==> src/sv/sca_pkg.sv <==
// Shared types and constants for the sensor coalescer and advertisement encoder.
// Used by sca_ticks, sca_core and sensor_coalescer_advert_encoder_top.
`default_nettype none

package sca_pkg;

   // Request operation codes.
   typedef enum logic [2:0] {
      OP_TEMP    = 3'd0,
      OP_HUM     = 3'd1,
      OP_TICK    = 3'd2,
      OP_CO2     = 3'd3,
      OP_PAIR    = 3'd4,
      OP_PAYLOAD = 3'd5
   } op_type;

   // Result status codes.
   typedef enum logic [2:0] {
      ST_OK      = 3'd0,
      ST_REJECT  = 3'd1,
      ST_NOT_DUE = 3'd2,
      ST_NOTHING = 3'd3,
      ST_BYTE    = 3'd4
   } status_type;

   // Configuration register indexes.
   typedef enum logic [1:0] {
      REG_PROFILE   = 2'd0,
      REG_COALESCE  = 2'd1,
      REG_DEVICE_ID = 2'd2
   } reg_type;

   // One request as held in the input stage.
   typedef struct packed {
      op_type             op;
      logic signed [15:0] value_a;
      logic signed [15:0] value_b;
      logic [31:0]        now_ms;
   } item_type;

   // One result as produced for the output register.
   typedef struct packed {
      status_type  status;
      logic [7:0]  payload_byte;
      logic        complete;
      logic        last;
   } result_type;

   // Configuration write bundle.
   typedef struct packed {
      logic        write;
      logic [1:0]  index;
      logic [15:0] data;
   } csr_type;

   // Valid reading ranges in hundredths of a unit.
   localparam logic signed [15:0] TEMP_MIN = -16'sd4500;
   localparam logic signed [15:0] TEMP_MAX = 16'sd13000;
   localparam logic signed [15:0] HUM_MIN  = 16'sd0;
   localparam logic signed [15:0] HUM_MAX  = 16'sd10000;

   localparam logic [15:0] COALESCE_RESET = 16'd1000;

   // Advertisement header bytes.
   localparam logic [7:0] ADV_HDR0 = 8'hD5;
   localparam logic [7:0] ADV_HDR1 = 8'h06;
   localparam logic [7:0] ADV_HDR2 = 8'h00;
   localparam logic [7:0] ADV_HDR3 = 8'h06;

   localparam logic [3:0] BYTE_LAST = 4'd9;

   // Tick scaling: ticks = floor((n * SCALE + ROUND) / divisor), where the
   // division is an exact multiply by a rounded-up reciprocal and a shift.
   // Temperature divisor is 7000, humidity divisor is 2500.
   localparam logic signed [17:0] TEMP_OFFSET = 18'sd4500;
   localparam logic [14:0]        TEMP_SCALE  = 15'd26214;
   localparam logic [11:0]        TEMP_ROUND  = 12'd3500;
   localparam logic [29:0]        TEMP_RECIP  = 30'd628292359;
   localparam int                 TEMP_SHIFT  = 42;

   localparam logic signed [17:0] HUM_OFFSET = 18'sd600;
   localparam logic [13:0]        HUM_SCALE  = 14'd13107;
   localparam logic [10:0]        HUM_ROUND  = 11'd1250;
   localparam logic [28:0]        HUM_RECIP  = 29'd439804652;
   localparam int                 HUM_SHIFT  = 40;

   localparam logic [17:0] TICK_MAX = 18'd65535;

endpackage

`default_nettype wire

==> src/sv/sca_ticks.sv <==
// Converts the stored temperature and humidity samples to 16-bit ticks.
// Two register stages, one multiplier each. Depends on sca_pkg.
`default_nettype none

module sca_ticks (
   input  wire logic               clock,
   input  wire logic signed [15:0] temp_sample,
   input  wire logic signed [15:0] hum_sample,
   output logic [15:0]             temp_ticks,
   output logic [15:0]             hum_ticks
);

   logic signed [17:0] temp_off;
   logic signed [17:0] hum_off;
   logic [15:0]        temp_n;
   logic [15:0]        hum_n;
   logic [30:0]        temp_num;
   logic [29:0]        hum_num;
   logic [29:0]        temp_num_ff;
   logic [28:0]        hum_num_ff;
   logic [59:0]        temp_prod_ff;
   logic [57:0]        hum_prod_ff;
   logic [17:0]        temp_q;
   logic [17:0]        hum_q;

   // Offset the samples to the sensor scale zero, floored at zero.
   always_comb begin
      temp_off = 18'(temp_sample) + sca_pkg::TEMP_OFFSET;
      hum_off  = 18'(hum_sample) + sca_pkg::HUM_OFFSET;
      temp_n   = temp_off[17] ? 16'd0 : temp_off[15:0];
      hum_n    = hum_off[17] ? 16'd0 : hum_off[15:0];
      temp_num = 31'(temp_n) * 31'(sca_pkg::TEMP_SCALE) + 31'(sca_pkg::TEMP_ROUND);
      hum_num  = 30'(hum_n) * 30'(sca_pkg::HUM_SCALE) + 30'(sca_pkg::HUM_ROUND);
   end

   // Scaled numerators, then the reciprocal products.
   always_ff @(posedge clock) begin
      temp_num_ff  <= temp_num[29:0];
      hum_num_ff   <= hum_num[28:0];
      temp_prod_ff <= 60'(temp_num_ff) * 60'(sca_pkg::TEMP_RECIP);
      hum_prod_ff  <= 58'(hum_num_ff) * 58'(sca_pkg::HUM_RECIP);
   end

   // Quotients, clamped to the 16-bit tick range.
   always_comb begin
      temp_q     = 18'(temp_prod_ff >> sca_pkg::TEMP_SHIFT);
      hum_q      = 18'(hum_prod_ff >> sca_pkg::HUM_SHIFT);
      temp_ticks = (temp_q > sca_pkg::TICK_MAX) ? 16'hFFFF : temp_q[15:0];
      hum_ticks  = (hum_q > sca_pkg::TICK_MAX) ? 16'hFFFF : hum_q[15:0];
   end

endmodule

`default_nettype wire

==> src/sv/sca_core.sv <==
// Coalescer state, configuration registers and result generation.
// Depends on sca_pkg and sca_ticks.
`default_nettype none

module sca_core (
   input  wire logic                 clock,
   input  wire logic                 reset,
   input  wire sca_pkg::csr_type     csr,
   input  wire sca_pkg::item_type    item,
   input  wire logic                 emit,
   output sca_pkg::result_type       result,
   output logic                      done
);

   logic               profile_ff;
   logic [15:0]        coalesce_ff;
   logic [15:0]        device_id_ff;
   logic signed [15:0] temp_sample_ff;
   logic signed [15:0] hum_sample_ff;
   logic               have_temp_ff;
   logic               have_hum_ff;
   logic               have_co2_ff;
   logic signed [15:0] pend_temp_ff;
   logic signed [15:0] pend_hum_ff;
   logic               pend_temp_flag_ff;
   logic               pend_hum_flag_ff;
   logic [31:0]        due_time_ff;
   logic [3:0]         byte_index_ff;

   logic signed [15:0] temp_sample_in;
   logic signed [15:0] hum_sample_in;
   logic               have_temp_in;
   logic               have_hum_in;
   logic               have_co2_in;
   logic               pend_temp_wr;
   logic               pend_hum_wr;
   logic               pend_temp_flag_in;
   logic               pend_hum_flag_in;
   logic [31:0]        due_time_in;
   logic [3:0]         byte_index_in;

   logic               temp_ok;
   logic               hum_ok;
   logic [31:0]        due_diff;
   logic               complete_now;
   logic               complete_next;
   sca_pkg::status_type status;
   logic [7:0]         adv_byte;
   logic [15:0]        temp_ticks;
   logic [15:0]        hum_ticks;
   logic               is_payload;

   sca_ticks u_ticks (
      .clock       (clock),
      .temp_sample (temp_sample_ff),
      .hum_sample  (hum_sample_ff),
      .temp_ticks  (temp_ticks),
      .hum_ticks   (hum_ticks)
   );

   // Range checks and the wrapping due-time compare.
   always_comb begin
      temp_ok  = (item.value_a >= sca_pkg::TEMP_MIN) && (item.value_a <= sca_pkg::TEMP_MAX);
      hum_ok   = (item.value_b >= sca_pkg::HUM_MIN) && (item.value_b <= sca_pkg::HUM_MAX);
      due_diff = item.now_ms - due_time_ff;
   end

   // Next state and status for the request in the input stage.
   always_comb begin
      temp_sample_in    = temp_sample_ff;
      hum_sample_in     = hum_sample_ff;
      have_temp_in      = have_temp_ff;
      have_hum_in       = have_hum_ff;
      have_co2_in       = have_co2_ff;
      pend_temp_wr      = 1'b0;
      pend_hum_wr       = 1'b0;
      pend_temp_flag_in = pend_temp_flag_ff;
      pend_hum_flag_in  = pend_hum_flag_ff;
      due_time_in       = due_time_ff;
      status            = sca_pkg::ST_REJECT;
      case (item.op)
         sca_pkg::OP_TEMP: begin
            if (temp_ok) begin
               pend_temp_wr      = 1'b1;
               pend_temp_flag_in = 1'b1;
               due_time_in       = item.now_ms + 32'(coalesce_ff);
               status            = sca_pkg::ST_OK;
            end else begin
               pend_temp_flag_in = 1'b0;
               pend_hum_flag_in  = 1'b0;
            end
         end
         sca_pkg::OP_HUM: begin
            if (hum_ok) begin
               pend_hum_wr      = 1'b1;
               pend_hum_flag_in = 1'b1;
               due_time_in      = item.now_ms + 32'(coalesce_ff);
               status           = sca_pkg::ST_OK;
            end else begin
               pend_temp_flag_in = 1'b0;
               pend_hum_flag_in  = 1'b0;
            end
         end
         sca_pkg::OP_TICK: begin
            if (due_diff[31]) begin
               status = sca_pkg::ST_NOT_DUE;
            end else if (!(pend_temp_flag_ff && pend_hum_flag_ff)) begin
               pend_temp_flag_in = 1'b0;
               pend_hum_flag_in  = 1'b0;
               status            = sca_pkg::ST_NOTHING;
            end else begin
               temp_sample_in    = pend_temp_ff;
               hum_sample_in     = pend_hum_ff;
               have_temp_in      = 1'b1;
               have_hum_in       = 1'b1;
               pend_temp_flag_in = 1'b0;
               pend_hum_flag_in  = 1'b0;
               status            = sca_pkg::ST_OK;
            end
         end
         sca_pkg::OP_CO2: begin
            // Only the arrival of a reading matters; its value is never reported.
            if (!profile_ff) begin
               have_co2_in = 1'b1;
               status      = sca_pkg::ST_OK;
            end
         end
         sca_pkg::OP_PAIR: begin
            if (temp_ok && hum_ok) begin
               temp_sample_in    = item.value_a;
               hum_sample_in     = item.value_b;
               have_temp_in      = 1'b1;
               have_hum_in       = 1'b1;
               pend_temp_flag_in = 1'b0;
               pend_hum_flag_in  = 1'b0;
               status            = sca_pkg::ST_OK;
            end
         end
         sca_pkg::OP_PAYLOAD: begin
            status = sca_pkg::ST_BYTE;
         end
         default: begin
            status = sca_pkg::ST_REJECT;
         end
      endcase
   end

   // Sample completeness before and after this request.
   always_comb begin
      complete_now  = have_temp_ff && have_hum_ff && (profile_ff || have_co2_ff);
      complete_next = have_temp_in && have_hum_in && (profile_ff || have_co2_in);
   end

   // Advertisement byte selected by the byte counter.
   always_comb begin
      case (byte_index_ff)
         4'd0:    adv_byte = sca_pkg::ADV_HDR0;
         4'd1:    adv_byte = sca_pkg::ADV_HDR1;
         4'd2:    adv_byte = sca_pkg::ADV_HDR2;
         4'd3:    adv_byte = sca_pkg::ADV_HDR3;
         4'd4:    adv_byte = device_id_ff[7:0];
         4'd5:    adv_byte = device_id_ff[15:8];
         4'd6:    adv_byte = temp_ticks[7:0];
         4'd7:    adv_byte = temp_ticks[15:8];
         4'd8:    adv_byte = hum_ticks[7:0];
         4'd9:    adv_byte = hum_ticks[15:8];
         default: adv_byte = 8'd0;
      endcase
   end

   // Result for the output register; a payload request yields ten of them.
   always_comb begin
      is_payload    = (item.op == sca_pkg::OP_PAYLOAD);
      done          = !is_payload || (byte_index_ff == sca_pkg::BYTE_LAST);
      byte_index_in = done ? 4'd0 : byte_index_ff + 4'd1;
      result.status = status;
      if (is_payload) begin
         result.payload_byte = (profile_ff && complete_now) ? adv_byte : 8'd0;
         result.complete     = complete_now;
         result.last         = (byte_index_ff == sca_pkg::BYTE_LAST);
      end else begin
         result.payload_byte = 8'd0;
         result.complete     = complete_next;
         result.last         = 1'b1;
      end
   end

   // Pending values have no reset; they are read only while their flag is set.
   always_ff @(posedge clock) begin
      if (emit && pend_temp_wr) begin
         pend_temp_ff <= item.value_a;
      end
      if (emit && pend_hum_wr) begin
         pend_hum_ff <= item.value_b;
      end
   end

   // State and configuration registers.
   always_ff @(posedge clock) begin
      if (reset) begin
         profile_ff        <= 1'b0;
         coalesce_ff       <= sca_pkg::COALESCE_RESET;
         device_id_ff      <= 16'd0;
         temp_sample_ff    <= 16'sd0;
         hum_sample_ff     <= 16'sd0;
         have_temp_ff      <= 1'b0;
         have_hum_ff       <= 1'b0;
         have_co2_ff       <= 1'b0;
         pend_temp_flag_ff <= 1'b0;
         pend_hum_flag_ff  <= 1'b0;
         due_time_ff       <= 32'd0;
         byte_index_ff     <= 4'd0;
      end else begin
         if (emit) begin
            temp_sample_ff    <= temp_sample_in;
            hum_sample_ff     <= hum_sample_in;
            have_temp_ff      <= have_temp_in;
            have_hum_ff       <= have_hum_in;
            have_co2_ff       <= have_co2_in;
            pend_temp_flag_ff <= pend_temp_flag_in;
            pend_hum_flag_ff  <= pend_hum_flag_in;
            due_time_ff       <= due_time_in;
            byte_index_ff     <= byte_index_in;
         end
         if (csr.write) begin
            case (sca_pkg::reg_type'(csr.index))
               sca_pkg::REG_PROFILE: begin
                  profile_ff <= csr.data[0];
                  if (csr.data[0]) begin
                     have_co2_ff <= 1'b0;
                  end
               end
               sca_pkg::REG_COALESCE:  coalesce_ff  <= csr.data;
               sca_pkg::REG_DEVICE_ID: device_id_ff <= csr.data;
               default: ;
            endcase
         end
      end
   end

endmodule

`default_nettype wire

==> src/sv/sensor_coalescer_advert_encoder_top.sv <==
// Sensor event coalescer and advertisement encoder. A request is taken into an
// input register and resolved combinationally into a result register, so one
// request per cycle is accepted while the output is free. Each request gives
// one result, except a payload request, which gives ten byte results and holds
// the input stage until its last byte is loaded. Tick values for the payload
// come from a two-stage multiplier pipeline that follows the stored sample, so
// payload bytes always reflect the sample as committed by the requests before.
// Configuration writes are taken at any time but should only be made while no
// request is in flight. Depends on sca_pkg and sca_core.
`default_nettype none

module sensor_coalescer_advert_encoder_top (
   input  wire logic               clock,
   input  wire logic               reset,
   // Request channel
   input  wire logic               req_valid,
   output logic                    req_stall,
   input  wire logic [2:0]         req_op,
   input  wire logic signed [15:0] req_value_a,
   input  wire logic signed [15:0] req_value_b,
   input  wire logic [15:0]        req_co2_ppm,
   input  wire logic [31:0]        req_now_ms,
   // Result channel
   output logic                    rsp_valid,
   input  wire logic               rsp_stall,
   output logic [2:0]              rsp_status,
   output logic [7:0]              rsp_payload_byte,
   output logic                    rsp_sample_ready,
   output logic                    rsp_last,
   // Configuration port
   input  wire logic               csr_write,
   input  wire logic [1:0]         csr_index,
   input  wire logic [15:0]        csr_data
);

   logic                 in_valid_ff;
   sca_pkg::item_type    item_ff;
   logic                 out_valid_ff;
   sca_pkg::result_type  out_ff;
   logic                 accept;
   logic                 emit;
   logic                 done;
   sca_pkg::result_type  result;
   sca_pkg::csr_type     csr;

   // Handshake: a result moves out when the output register is free or drains.
   always_comb begin
      emit      = in_valid_ff && (!out_valid_ff || !rsp_stall);
      req_stall = in_valid_ff && !(emit && done);
      accept    = req_valid && !req_stall;
      csr.write = csr_write;
      csr.index = csr_index;
      csr.data  = csr_data;
   end

   sca_core u_core (
      .clock  (clock),
      .reset  (reset),
      .csr    (csr),
      .item   (item_ff),
      .emit   (emit),
      .result (result),
      .done   (done)
   );

   // Input stage. The CO2 value itself is never reported, so it is not kept.
   always_ff @(posedge clock) begin
      if (reset) begin
         in_valid_ff <= 1'b0;
      end else if (accept) begin
         in_valid_ff <= 1'b1;
      end else if (emit && done) begin
         in_valid_ff <= 1'b0;
      end
   end

   always_ff @(posedge clock) begin
      if (accept) begin
         item_ff.op      <= sca_pkg::op_type'(req_op);
         item_ff.value_a <= req_value_a;
         item_ff.value_b <= req_value_b;
         item_ff.now_ms  <= req_now_ms;
      end
   end

   // Output register.
   always_ff @(posedge clock) begin
      if (reset) begin
         out_valid_ff <= 1'b0;
      end else if (emit) begin
         out_valid_ff <= 1'b1;
      end else if (!rsp_stall) begin
         out_valid_ff <= 1'b0;
      end
   end

   always_ff @(posedge clock) begin
      if (emit) begin
         out_ff <= result;
      end
   end

   assign rsp_valid        = out_valid_ff;
   assign rsp_status       = out_ff.status;
   assign rsp_payload_byte = out_ff.payload_byte;
   assign rsp_sample_ready = out_ff.complete;
   assign rsp_last         = out_ff.last;

   // An empty input stage never holds off a new request.
   a_empty_no_stall: assert property (@(posedge clock) disable iff (reset)
      !in_valid_ff |-> !req_stall)
      else $error("input stage empty but request stalled");

   // The last flag of a result marks exactly the end of the request.
   a_last_matches_done: assert property (@(posedge clock) disable iff (reset)
      emit |-> (result.last == done))
      else $error("last flag disagrees with request completion");

   // A payload byte that is not the last keeps the payload request in place.
   a_payload_holds: assert property (@(posedge clock) disable iff (reset)
      (emit && (result.status == sca_pkg::ST_BYTE) && !result.last)
      |=> (in_valid_ff && (item_ff.op == sca_pkg::OP_PAYLOAD)))
      else $error("payload request left before its last byte");

endmodule

`default_nettype wire

==> config.mk <==
export PLATFORM = sky130hd
export DESIGN_NAME = sensor_coalescer_advert_encoder_top
export DESIGN_NICKNAME = d
export VERILOG_FILES = /design/src/sv/sca_pkg.sv /design/src/sv/sca_ticks.sv /design/src/sv/sca_core.sv /design/src/sv/sensor_coalescer_advert_encoder_top.sv
export SDC_FILE = /design/constraint.sdc
export NUM_CORES = 2
export LEC_CHECK = 0
export ABC_CLOCK_PERIOD_IN_PS = 11200
export BUFFER_PORTS_ARGS = -buffer_cell sky130_fd_sc_hd__clkbuf_2
export CORE_MARGIN = 5
export CORE_UTILIZATION = 55
export CTS_CLUSTER_DIAMETER = 60
export DETAILED_ROUTE_END_ITERATION = 6
export GPL_ROUTABILITY_DRIVEN = 0
export PLACE_DENSITY = 0.72
export REMOVE_ABC_BUFFERS = 1
export SLEW_MARGIN = 10
export SYNTH_ARGS = -nofsm -noshare
export SYNTH_HDL_FRONTEND = slang
export SYNTH_SLANG_ARGS = --single-unit
==> constraint.sdc <==
create_clock -name clock -period 11.2 [get_ports clock]
set_input_delay 0.56 -clock clock [delete_from_list [all_inputs] [get_ports clock]]
set_output_delay 0.56 -clock clock [all_outputs]
set_load 0.01 [all_outputs]
==> metrics.txt <==
run status finished clean; crit path kind flip-flop to flip-flop; crit-path max cell delay 0.58 ns; CTS tree yes; first-pass iteration count of the detailed router 5; Slew @ Worst Pin 1.05 ns; CP max-delay cell dfxtp_1; sequential share of the synthesized area 0.153; area grow syn2layout 6.79%; most instantiated cells after synthesis inv_1 (1,370), ha_1 (849), fa_1 (843); HPWL Detailed 95,700 um; CP startpoint kind flip-flop; vias in the first global route 34,743; worst skew pair latency 0.56 ns; first-pass GRT wire length 180,000 um; clock-pin slew on the worst setup and hold paths 0.06 ns; Post-CTS Hold Buffers 0; synth warn 0; max_cap viols 0; clock sink count 314; root buf cell clkbuf_16; routed vias 32,145; Synth Flop Type dfxtp_1; CP arrival 9.15 ns; die height 307 um; Rows 108; min Tclk post-route 8.70 ns; Setup Fix Bufs, Post-CTS 0; EDFF count, synth 112; vias per cell 5.32; Post-route DRC 0; I/O pin cnt 121; Die W 307 um; share of cells above drive strength 1 0.0449; routed wire length 109,000 um; final setup violating endpoints 0; cell area after synthesis 48,400 um2; final clock period utilization by the worst path 0.777; Core Region 87,000 um2; post-CTS resize count 0; grt ovf 0; final slew viol count 0; worst min path class primary input to flip-flop; max frequency 115 MHz; DRT iter0 DRCs 1,846; antenna violations before repair 0; FFs w/ async S/R, synth 0; Yosys cell types 83; #FFs+latches synth 314; pin count of the biggest net entering global routing 67; CTS max path bufs 3; remaining antenna violation count 0; Num CTS Buffers 40; Critical Path RT 11.65 ns; Synth Instances 4,747; Final Hold Fails 0; WL per Instance 18.1 um; Initial Util 0.556; CP max FO 7; Avg Inst Size Synth 10.2 um2; ANT cells 0; synth top area cells fa_1 (35%), ha_1 (22%), inv_1 (11%); Slew HR 0.292; Fin Clk Skew 0.0204 ns; gr usage total 0.239; Fin Setup TNS 0 ns; CP Capture Type flip-flop; H-tree depth 2; RSZ-0062 raised after global routing no; post-synth top area share 0.349; IO buf count 104; # nets final 6,649; Die ar. 93,900 um2; cell taking the most area after synthesis fa_1; CP dominant cell by count fa_1; count leader, synth inv_1
## critical path: cells and delay by family, from the launching register on
kind	cells	cell delay, ns
buffers and inverters	6	0.52
XOR/XNOR	1	0.09
AND/OR/NAND/NOR	1	0.46
AO/OA/AOI/OAI	9	2.31
flip-flops	1	0.58
adder cells (fa/ha/maj)	9	4.61
## cell families after synthesis
family / share of synthesized area
AO/OA/AOI/OAI: 0.0701
XOR/XNOR: 0.0334
adder cells (fa/ha/maj): 0.569
buffers and inverters: 0.111
flip-flops: 0.153
multiplexers: 0.00686
AND/OR/NAND/NOR: 0.0572
## final cells by class
cell class | instances | area (um2)
multi-input cells | 3010 | 35600
inverters | 1370 | 5140
flip-flops and latches | 314 | 7410
fillers | 7342 | 35400
clock inverters | 22 | 263
repair buffers | 115 | 626
clock buffers | 51 | 1130
well taps | 1155 | 1450
## flip-flops by register name, summed over array words and instances, names as in the netlist, 16 cells and up
signal	count
u_core.u_ticks.temp_num_ff	29
u_core.coalesce_ff	16
item_ff	67
u_core.hum_sample_ff	16
u_core.temp_sample_ff	16
u_core.device_id_ff	16
u_core.u_ticks.hum_prod_ff	18
u_core.pend_temp_ff	16
u_core.due_time_ff	32
u_core.u_ticks.hum_num_ff	29
u_core.pend_hum_ff	16
u_core.u_ticks.temp_prod_ff	18
## layout by cell type, fill, tap and decap left out, types with 10 or more instances in the layout
| cell | count |
|---|---|
| o21a_1 | 17 |
| nor2b_1 | 25 |
| nor3_1 | 29 |
| nor2_1 | 168 |
| buf_4 | 11 |
| a211oi_1 | 60 |
| clkbuf_16 | 43 |
| inv_1 | 1370 |
| mux2i_1 | 32 |
| xnor2_1 | 111 |
| o21ai_1 | 15 |
| nand4_1 | 22 |
| clkbuf_2 | 103 |
| ha_1 | 849 |
| nand2b_1 | 25 |
| nand2_1 | 187 |
| and3_1 | 21 |
| o21bai_1 | 16 |
| a21o_1 | 66 |
| and2_1 | 11 |
| xor2_1 | 69 |
| edfxtp_1 | 112 |
| a31oi_1 | 10 |
| a21oi_1 | 166 |
| dfxtp_1 | 202 |
| fa_1 | 843 |
| o21ai_0 | 76 |
| nand3_1 | 34 |
| or2_2 | 10 |
## final timing paths
kind,from,endpoint,slack [ns],cells after the start
hold / removal,req_now_ms[3],item_ff[3]$_DFFE_PP_,0.17,1
hold reg to reg,u_core.device_id_ff[7]$_SDFFE_PP0P_,u_core.device_id_ff[7]$_SDFFE_PP0P_,0.45,2
setup / recovery,u_core.u_ticks.temp_num_ff[10]$_DFF_P_,u_core.u_ticks.temp_prod_ff[59]$_DFF_P_,2.50,26
setup reg to reg,u_core.u_ticks.temp_num_ff[10]$_DFF_P_,u_core.u_ticks.temp_prod_ff[59]$_DFF_P_,2.50,26
## metrics by stage
stage | setup slack, ns | util | hold WS [ns] | area [um2] | std cells
after floorplan | 3.71 | - | 0.425 | 48200 | 4694
after global placement | 2.76 | 0.577 | 0.439 | 50200 | 5963
after detailed placement | 2.54 | 0.577 | 0.443 | 50200 | 5963
after CTS | 2.51 | 0.593 | 0.135 | 51600 | 6036
after global routing | 1.94 | 0.593 | 0.142 | 51600 | 6037
final | 2.50 | 0.593 | 0.165 | 51600 | 6037
## per-layer routing
metal / share of wire / track usage / vias up
li1: - / - / 15067
met1: 0.41 / 0.307 / 16005
met2: 0.51 / 0.424 / 863
met3: 0.053 / 0.0330 / 210
met4: 0.035 / 0.0725 / 0
met5: 0 / 0 / -
Power is not shown: default switching activity piles up to over one toggle a cycle in this logic, so the estimate is an artifact.
